[src/wsfd_pkg.sv]
// wsfd_pkg: shared constants for the WebSocket frame deframer.
// Field widths, length escape codes, result kinds and tdata layout.
// No dependencies.
`timescale 1ns / 1ps
`default_nettype none

package wsfd_pkg;

    // Field widths
    localparam int BYTE_W      = 8;
    localparam int OPCODE_W    = 4;
    localparam int LEN_W       = 63;
    localparam int KEY_W       = 32;
    localparam int EXTCNT_W    = 4;
    localparam int KEYCNT_W    = 3;

    // Seven-bit length escape codes
    localparam logic [6:0] LEN_EXT16 = 7'd126;
    localparam logic [6:0] LEN_EXT64 = 7'd127;

    // Extended length byte counts
    localparam logic [EXTCNT_W-1:0] EXT16_BYTES = 4'd2;
    localparam logic [EXTCNT_W-1:0] EXT64_BYTES = 4'd8;

    // Masking key byte count
    localparam logic [KEYCNT_W-1:0] KEY_BYTES = 3'd4;

    // Result kinds (carried on tuser)
    localparam logic KIND_HEADER  = 1'b0;
    localparam logic KIND_PAYLOAD = 1'b1;

    // Result tdata layout, lowest bit first
    localparam int FIN_LSB    = 0;
    localparam int OPCODE_LSB = FIN_LSB + 1;
    localparam int MASKED_LSB = OPCODE_LSB + OPCODE_W;
    localparam int LEN_LSB    = MASKED_LSB + 1;
    localparam int DATA_LSB   = LEN_LSB + LEN_W;
    localparam int FIELDS_W   = DATA_LSB + BYTE_W;
    localparam int M_TDATA_W  = ((FIELDS_W + 7) / 8) * 8;

endpackage

`default_nettype wire

[src/websocket_frame_deframer_top.sv]
// websocket_frame_deframer_top: parses a received WebSocket byte stream.
// Emits one header beat per frame, then the unmasked payload beats.
// Depends on wsfd_pkg.
`timescale 1ns / 1ps
`default_nettype none

//  channel | dir | tdata                         | tuser        | tlast
//  s_      | in  | data_byte[7:0]                | -            | -
//  m_      | out | fin, opcode, is_masked,       | result_kind  | last_of_frame
//          |     | payload_length, data_byte_out |              |
//
// One input beat is taken per cycle while s_tready is high; its result, if
// any, appears in the output register in the next cycle. The parser state
// and output register are the only pipeline storage, so throughput is one
// beat per cycle; s_tready drops only while a result is held and m_tready
// is low. Reset (aresetn low, synchronous) returns the parser to the first
// header byte and empties the output register.
module websocket_frame_deframer_top (
    input  wire logic                         aclk,
    input  wire logic                         aresetn,
    input  wire logic                         s_tvalid,
    output logic                              s_tready,
    input  wire logic [wsfd_pkg::BYTE_W-1:0]  s_tdata,   // data_byte[7:0]
    output logic                              m_tvalid,
    input  wire logic                         m_tready,
    // fin[0], frame_opcode[4:1], is_masked[5], payload_length[68:6],
    // data_byte_out[76:69], zero fill[79:77]
    output logic [wsfd_pkg::M_TDATA_W-1:0]    m_tdata,
    output logic                              m_tuser,   // result_kind
    output logic                              m_tlast    // last_of_frame
);
    import wsfd_pkg::*;

    typedef enum logic [2:0] {
        PH_HDR0,
        PH_HDR1,
        PH_EXTLEN,
        PH_MASK,
        PH_PAYLOAD
    } phase_t;

    // Parser state
    phase_t                phase_reg, phase_next;
    logic [EXTCNT_W-1:0]   ext_cnt_reg, ext_cnt_next;
    logic [LEN_W-1:0]      len_reg, len_next;
    logic [KEY_W-1:0]      key_reg, key_next;
    logic                  mask_en_reg, mask_en_next;
    logic [KEYCNT_W-1:0]   key_cnt_reg, key_cnt_next;
    logic [LEN_W-1:0]      remain_reg, remain_next;
    logic [1:0]            key_idx_reg, key_idx_next;
    logic [OPCODE_W-1:0]   opcode_reg, opcode_next;
    logic                  fin_reg, fin_next;

    // Output register
    logic                  m_valid_reg, m_valid_next;
    logic                  m_kind_reg, m_kind_next;
    logic                  m_last_reg, m_last_next;
    logic                  m_fin_reg, m_fin_next;
    logic [OPCODE_W-1:0]   m_opcode_reg, m_opcode_next;
    logic                  m_masked_reg, m_masked_next;
    logic [LEN_W-1:0]      m_len_reg, m_len_next;
    logic [BYTE_W-1:0]     m_data_reg, m_data_next;

    // Combinational step results
    logic                  s_accept;
    logic                  res_valid;
    logic                  res_kind;
    logic                  res_last;
    logic [BYTE_W-1:0]     res_data;
    logic [LEN_W-1:0]      res_len;
    logic                  res_masked;
    logic [6:0]            len7;
    logic [BYTE_W-1:0]     key_byte;
    logic                  hdr_done;

    assign s_tready = !m_valid_reg || m_tready;
    assign s_accept = s_tvalid && s_tready;
    assign len7     = s_tdata[6:0];

    // Masking key byte i, counted from the most significant byte
    always_comb begin
        case (key_idx_reg)
            2'd0:    key_byte = key_reg[31:24];
            2'd1:    key_byte = key_reg[23:16];
            2'd2:    key_byte = key_reg[15:8];
            default: key_byte = key_reg[7:0];
        endcase
    end

    // Parser next state and result
    always_comb begin
        phase_next   = phase_reg;
        ext_cnt_next = ext_cnt_reg;
        len_next     = len_reg;
        key_next     = key_reg;
        mask_en_next = mask_en_reg;
        key_cnt_next = key_cnt_reg;
        remain_next  = remain_reg;
        key_idx_next = key_idx_reg;
        opcode_next  = opcode_reg;
        fin_next     = fin_reg;
        res_valid    = 1'b0;
        res_kind     = KIND_HEADER;
        res_last     = 1'b0;
        res_data     = '0;
        res_len      = len_reg;
        res_masked   = mask_en_reg;
        hdr_done     = 1'b0;

        unique case (phase_reg)
            PH_HDR1: begin
                mask_en_next = s_tdata[7];
                res_masked   = s_tdata[7];
                if (len7 == LEN_EXT16) begin
                    len_next     = '0;
                    ext_cnt_next = EXT16_BYTES;
                    phase_next   = PH_EXTLEN;
                end else if (len7 == LEN_EXT64) begin
                    len_next     = '0;
                    ext_cnt_next = EXT64_BYTES;
                    phase_next   = PH_EXTLEN;
                end else begin
                    len_next = {{(LEN_W-7){1'b0}}, len7};
                    if (s_tdata[7]) begin
                        key_cnt_next = '0;
                        key_next     = '0;
                        phase_next   = PH_MASK;
                    end else begin
                        hdr_done = 1'b1;
                    end
                end
            end
            PH_EXTLEN: begin
                // Shifting into 63 bits drops the top bit of a 64-bit length
                len_next     = {len_reg[LEN_W-BYTE_W-1:0], s_tdata};
                ext_cnt_next = ext_cnt_reg - 1'b1;
                if (ext_cnt_reg == 4'd1) begin
                    if (mask_en_reg) begin
                        key_cnt_next = '0;
                        key_next     = '0;
                        phase_next   = PH_MASK;
                    end else begin
                        hdr_done = 1'b1;
                    end
                end
            end
            PH_MASK: begin
                key_next     = {key_reg[KEY_W-BYTE_W-1:0], s_tdata};
                key_cnt_next = key_cnt_reg + 1'b1;
                if (key_cnt_next == KEY_BYTES) begin
                    key_cnt_next = '0;
                    hdr_done     = 1'b1;
                end
            end
            PH_PAYLOAD: begin
                res_valid    = 1'b1;
                res_kind     = KIND_PAYLOAD;
                res_data     = mask_en_reg ? (s_tdata ^ key_byte) : s_tdata;
                key_idx_next = key_idx_reg + 1'b1;
                remain_next  = remain_reg - 1'b1;
                res_last     = (remain_reg == {{(LEN_W-1){1'b0}}, 1'b1});
                if (res_last) begin
                    phase_next = PH_HDR0;
                end
            end
            default: begin
                fin_next    = s_tdata[7];
                opcode_next = s_tdata[OPCODE_W-1:0];
                phase_next  = PH_HDR1;
            end
        endcase

        // Header complete: emit header beat, start payload or next frame
        if (hdr_done) begin
            res_valid = 1'b1;
            res_kind  = KIND_HEADER;
            res_len   = len_next;
            if (len_next == '0) begin
                res_last   = 1'b1;
                phase_next = PH_HDR0;
            end else begin
                remain_next  = len_next;
                key_idx_next = '0;
                phase_next   = PH_PAYLOAD;
            end
        end
    end

    // Output register load
    always_comb begin
        m_valid_next  = m_valid_reg;
        m_kind_next   = m_kind_reg;
        m_last_next   = m_last_reg;
        m_fin_next    = m_fin_reg;
        m_opcode_next = m_opcode_reg;
        m_masked_next = m_masked_reg;
        m_len_next    = m_len_reg;
        m_data_next   = m_data_reg;
        if (s_accept) begin
            m_valid_next  = res_valid;
            m_kind_next   = res_kind;
            m_last_next   = res_last;
            m_fin_next    = fin_reg;
            m_opcode_next = opcode_reg;
            m_masked_next = res_masked;
            m_len_next    = res_len;
            m_data_next   = res_data;
        end else if (m_tready) begin
            m_valid_next = 1'b0;
        end
    end

    always_ff @(posedge aclk) begin
        if (!aresetn) begin
            phase_reg   <= PH_HDR0;
            ext_cnt_reg <= '0;
            len_reg     <= '0;
            key_reg     <= '0;
            mask_en_reg <= 1'b0;
            key_cnt_reg <= '0;
            remain_reg  <= '0;
            key_idx_reg <= '0;
            opcode_reg  <= '0;
            fin_reg     <= 1'b0;
            m_valid_reg <= 1'b0;
        end else begin
            if (s_accept) begin
                phase_reg   <= phase_next;
                ext_cnt_reg <= ext_cnt_next;
                len_reg     <= len_next;
                key_reg     <= key_next;
                mask_en_reg <= mask_en_next;
                key_cnt_reg <= key_cnt_next;
                remain_reg  <= remain_next;
                key_idx_reg <= key_idx_next;
                opcode_reg  <= opcode_next;
                fin_reg     <= fin_next;
            end
            m_valid_reg <= m_valid_next;
        end
        // Payload fields, no reset
        m_kind_reg   <= m_kind_next;
        m_last_reg   <= m_last_next;
        m_fin_reg    <= m_fin_next;
        m_opcode_reg <= m_opcode_next;
        m_masked_reg <= m_masked_next;
        m_len_reg    <= m_len_next;
        m_data_reg   <= m_data_next;
    end

    // Result channel
    assign m_tvalid = m_valid_reg;
    assign m_tuser  = m_kind_reg;
    assign m_tlast  = m_last_reg;
    assign m_tdata  = {{(M_TDATA_W-FIELDS_W){1'b0}}, m_data_reg, m_len_reg,
                       m_masked_reg, m_opcode_reg, m_fin_reg};

endmodule

`default_nettype wire
[config.mk]
export PLATFORM = sky130hd
export DESIGN_NAME = websocket_frame_deframer_top
export DESIGN_NICKNAME = d
export VERILOG_FILES = /design/src/wsfd_pkg.sv /design/src/websocket_frame_deframer_top.sv
export SDC_FILE = /design/constraint.sdc
export NUM_CORES = 1
export LEC_CHECK = 0
export ABC_AREA = 0
export BUFFER_PORTS_ARGS = -buffer_cell sky130_fd_sc_hd__buf_2
export CORE_ASPECT_RATIO = 2
export CORE_MARGIN = 5
export CORE_UTILIZATION = 48
export DETAILED_ROUTE_END_ITERATION = 6
export PLACE_DENSITY = 0.77
export SLEW_MARGIN = 20
export SYNTH_ARGS = -nofsm -noshare
export SYNTH_HDL_FRONTEND = slang
export SYNTH_SLANG_ARGS = --single-unit
[constraint.sdc]
create_clock -name aclk -period 4.24 [get_ports aclk]
set_input_delay 0.212 -clock aclk [delete_from_list [all_inputs] [get_ports aclk]]
set_output_delay 0.212 -clock aclk [all_outputs]
set_load 0.02 [all_outputs]
# --- Word-level counts from Yosys, hierarchy flattened ---
# Index checks and enable logic that the tools add are counted.
totals:
  reg_bits: 256
  latch_bits: 0
  ramBits: 0
  mem_bits_ro: 0
  input_bits: 12
  output_inout_bits: 84
  n_memories: 0
classes:
  add_sub_neg: 4
  n_mul: 0
  div: 0
  n_lt_le_gt_ge: 0
  n_eq_ne: 22
  shifts: 0
  mux: 52
  n_bitwise: 2
  reduce_logical: 13
op_table:
  columns: ["op", "n"]
  rows:
  - ["$mux W63", 4]
  - ["$mux W32", 5]
  - ["$pmux W63 S2", 1]
  - ["$pmux W32 S3", 1]
  - ["$eq A63 B1 Y1 const B", 1]
  - ["$logic_not A63 Y1", 1]
  - ["$sub A63 B1 Y63 const B", 1]
  - ["$mux W3", 14]
  - ["$pmux W8 S3", 1]
  - ["$eq A7 B7 Y1 const B", 2]
  - ["$mux W1", 14]
  - ["$mux W7", 2]
  - ["$ne A2 B2 Y1 const B", 6]
  - ["$ne A3 B3 Y1 const B", 4]
  - ["$pmux W3 S4", 1]
  - ["$pmux W3 S3", 1]
  - ["$mux W4", 2]
  - ["$mux W8", 1]
  - ["$pmux W4 S2", 1]
  - ["$xor A8 B8 Y8", 1]
  - ["$reduce_and A7 Y1", 1]
  - ["$eq A3 B2 Y1 const B", 2]
  - ["$eq A3 B3 Y1 const B", 2]
  - ["$mux W2", 3]
  - ["20 further kinds", 21]

# --- Depth between registers and ports, before layout ---
logic_depth:
  word_depth: 7
  ltp_mapped: 13
  depth_no_buf: 10

# --- Least setup slack after synthesis ---
# No wires, ideal clock.
synth_timing:
  path_kind: "flip-flop to flip-flop"
  start: "register m_valid_reg (netlist: m_tvalid)"
  end: "register remain_reg[11]"
  setup_ps: 252
  t_arrival_ps: 4147
  t_required_ps: 3988
  slack_ps: -159
  stages_incl_launch_ff: 8
  path_buffers: 3
  period_less_slack_ps: 4399
  cell_sequence: "dfxtp_1 -> nand2b_1 -> nand2_1 -> inv_1 -> clkbuf_1 -> buf_1 -> clkbuf_1 -> o221ai_1"
synth_between:
  elab_chain_cells: 3
synth_rtl:
  columns: ["element", "line_no", "text"]
  rows:
  - ["start: declaration", "websocket_frame_deframer_top.sv:55", "logic m_valid_reg, m_valid_next;"]
  - ["start signal: assignment", "websocket_frame_deframer_top.sv:239", "m_valid_reg <= m_valid_next;"]
  - ["$logic_not A1 Y1", "websocket_frame_deframer_top.sv:76", "assign s_tready = !m_valid_reg || m_tready;"]
  - ["$logic_or A1 B1 Y1", "websocket_frame_deframer_top.sv:76", null]
  - ["named net s_tready", "websocket_frame_deframer_top.sv:22", "output logic s_tready,"]
  - ["$logic_and A1 B1 Y1", "websocket_frame_deframer_top.sv:77", "assign s_accept = s_tvalid && s_tready;"]
  - ["named net s_accept", "websocket_frame_deframer_top.sv:65", "logic s_accept;"]
  - ["end signal: assignment", "websocket_frame_deframer_top.sv:234", "remain_reg <= remain_next;"]
  - ["end: declaration", "websocket_frame_deframer_top.sv:49", "logic [LEN_W-1:0] remain_reg, remain_next;"]
# The timed path passes the listed nets, and every way through them passes these cells.
# A chain may end at the register's enable or synchronous reset.

# --- Final worst setup path ---
layout_timing:
  start: "register phase_reg[0]"
  end: "register remain_reg[34]"
layout_between:
  elab_chain_cells: 5
layout_rtl:
  columns: ["element", "line_no", "text"]
  rows:
  - ["start: declaration", "websocket_frame_deframer_top.sv:43", "phase_t phase_reg, phase_next;"]
  - ["start signal: assignment", "websocket_frame_deframer_top.sv:228", "phase_reg <= phase_next;"]
  - ["$eq A3 B2 Y1 / $eq A3 B1 Y1 (equally long branches)", "websocket_frame_deframer_top.sv:110", "unique case (phase_reg)"]
  - ["$pmux W63 S2", "websocket_frame_deframer_top.sv:110", null]
  - ["$logic_not A63 Y1", "websocket_frame_deframer_top.sv:178", "if (len_next == '0) begin"]
  - ["$mux W63", "websocket_frame_deframer_top.sv:178", null]
  - ["$mux W63 *", "websocket_frame_deframer_top.sv:174", "if (hdr_done) begin"]
# Mark *: on every way between the ends. The rest lies on a longest branch, timed or not.

==> qor.yml <==
status:
  status: "completed"
power_and_ir_drop:
  power.total_mw: 6.20
  power_density_nw_per_um2: 412
  p_leak_nw: 5.41
  vdd_drop_max_mv: 0.362
clock_tree:
  clk_path_buf_depth: 3
  clock_latency_ps: 560
  cts_tree: "done"
  htreeDepth: 1
  cts_sinks: 256
  cts_buffers: 23
  cts_root_buf: "clkbuf_16"
  path_clk_slew_ps: 70
  cts_setup_buffers: 0
sta:
  fin_crit_sh_pct: 93.9
  finClkSkew_ps: 28.6
  timing.fmax_mhz: 251
  setup_viol: 0
  finalHoldViolations: 0
  rsz0062_at_grt: "no"
  min_period_ps: 3980
  worst_pin_slew_ps: 960
  drv_slew: 0
  maxSlewHeadroom_pct: 36.0
  setup_tns_ps: 0
detailed_routing:
  drc: 0
  final_antenna_net_count: 0
  vias: 13000
  wl_per_cell_um: 23.1
  vias_per_cell: 6.69
  drtPass1Iterations: 7
  totalWireLength_mm: 44.9
  drt_first_iter_violations: 1683
synth:
  synthAdderAreaFrac_pct: 1.04
  netlist_area_um2: 13300
  synth_edf_count: 79
  synth_warnings: 0
  ys_seq_area_share_pct: 44.6
  synth.area.top_cells: "dfxtp_1 27%, edfxtp_1 18%, nor2_1 5.5%"
  syn_inst: 1522
  ys_async_sr_fraction_pct: 0
  synth_seq_cells: 256
  synthFlopType: "dfxtp_1"
  synth.most_common_cell: "nor2_1"
  post-synth-top-area-cell: "dfxtp_1"
  synth-simple-area-share_pct: 24.4
  synth_top_family_by_area: "simple AND/OR/NAND/NOR gates"
  synth_compound_area_share_pct: 23.5
  synth_commonest_cells: "196 x nor2_1, 177 x dfxtp_1, 123 x a21oi_1"
  muxShareOfSynthArea_pct: 0.707
  synth-xor-area-share_pct: 0.594
  synth_cell_types: 84
  synth_top_area_share_pct: 26.7
  syn_area_per_cell_um2: 8.72
place:
  gp_congestion: 0.956
  dp_hpwl_mm: 31.2
  portBuffers: 92
global_route:
  grt_pass1_vias: 12000
  overflow: 0
  grt_max_degree: 74
  grt_usage_pct: 27.6
  antenna_found_initial: 0
  grt_pass1_wl_mm: 68.2
run:
  cap_violations: 0
finish:
  post-route-util_pct: 54.8
  nNetsFinal: 1595
  syn2layout_area_growth_pct: 13.3
  seqCellArea_um2: 5920
  nFillCells: 2452
  multi_input_area_um2: 6750
  diodes: 0
  drive_gt1_share_pct: 15.4
hold_path:
  worstHoldPathType: "primary input to flop"
  min_from: "m_tready"
setup_path:
  endpoint_kind: "flop"
  cp_top_family: "compound AO/OA/AOI/OAI gates"
  cp-start-kind: "flop"
  critPathArrivalTime_ps: 4470
  path_max_fanout: 48
  crit_slowest_cell: "a221oi_2"
  cpMostUsedCell: "buf_4"
  cp_num_buf_inv: 5
  path_class: "flop to flop"
  max_stage_delay_ps: 560
  worstPathRequired_ps: 4730
  r2r_start: "phase_reg[0]"
  critPathLaunch: "phase_reg[0]"
  worstPathCellList: "buf_4 -> nor3b_1 -> buf_4 -> a221oi_2 -> o2111ai_1 -> nor4_1 -> buf_4 -> nand4_1 -> buf_4 -> o21a_1 -> buf_4 -> a221oi_1 -> o31a_1"
floorplanning:
  num_rows: 86
  io_pins: 96
  die-area_um2: 31300
  dieWidth_um: 128
  die_height_um: 245
  start_util_pct: 48.4
  coreArea_um2: 27400
## where the power goes
group / internal (mW) / leakage (nW) / switching, mW / total [mW]
clock: 1.33 / 0.387 / 0.995 / 2.32
combinational: 0.329 / 2.78 / 0.833 / 1.16
sequential: 2.65 / 2.24 / 0.0695 / 2.72
## per-stage QoR
| stage | instances | area [um^2] | setup slack (ps) | hold slack [ps] |
|---|---|---|---|---|
| floorplan | 1524 | 13300 | 1190 | 356 |
| global placement | 1896 | 14200 | 82.5 | 416 |
| detailed placement | 1896 | 14200 | 75.7 | 420 |
| CTS | 1940 | 15000 | 16.2 | 12.6 |
| global route | 1941 | 15000 | 128 | 32.3 |
| finish | 1941 | 15000 | 259 | 18.6 |
## cells in the final DEF (no fill, tap or decap), types with 24 or more instances in the layout
cell and n:
a221oi_1 50, a21oi_1 123, nor3_1 31, nor2_1 195, nand4_1 24, nor3b_1 54, buf_4 62, o22ai_1 24
edfxtp_1 79, a22oi_1 71, o21ai_0 38, nor2b_1 53, buf_2 93, dfxtp_1 175, nand3_1 76, nand2_1 110
## cell type report
class                   instances  share of cell area [%]
clock inverters                14                    1.51
clock buffers                  28                    3.95
well taps                     352                    2.93
inverters                      19                   0.507
multi-input cells            1111                    44.9
repair buffers                161                    6.85
flip-flops and latches        256                    39.4
## what timing repair did
| action | 4_1_cts | 5_1_grt |
|---|---|---|
| endpoints found under the setup margin | 0 | 36 |
| endpoints found under the hold margin | 3 | 0 |
| hold buffers | 2 | 0 |
| gates resized for setup | 0 | 3 |
## layer usage
metal	GRT usage, %	part of all wire [%]	vias up
li1	-	-	5818
met1	29.7	32	6138
met2	46.7	49	778
met3	3.79	7.9	251
met4	23.8	10	0
met5	0	0	-
## tightest hold or removal path, stage by stage
cell      delay (ps)
buf_2             70
nand2b_1         140
a21oi_1           80
## final timing paths
check	to	slack [ps]	cells after the start
setup reg to reg	remain_reg[34]	260	13
setup / recovery	remain_reg[34]	260	13
hold / removal	m_tvalid	20	3
hold reg to reg	m_opcode_reg[3]	430	0
## kinds of logic (layout without fill, tap and decap cells)
group,Yosys count,count (layout)
buffers and inverters,157,222
and+or+nand+nor,633,633
adders and majority gates,11,11
other,1,3
DFF,256,256
muxes,9,9
xor gates and xnor gates,9,9
AOI/OAI and AO/OA,446,446
(Power assumes the default switching activity.)
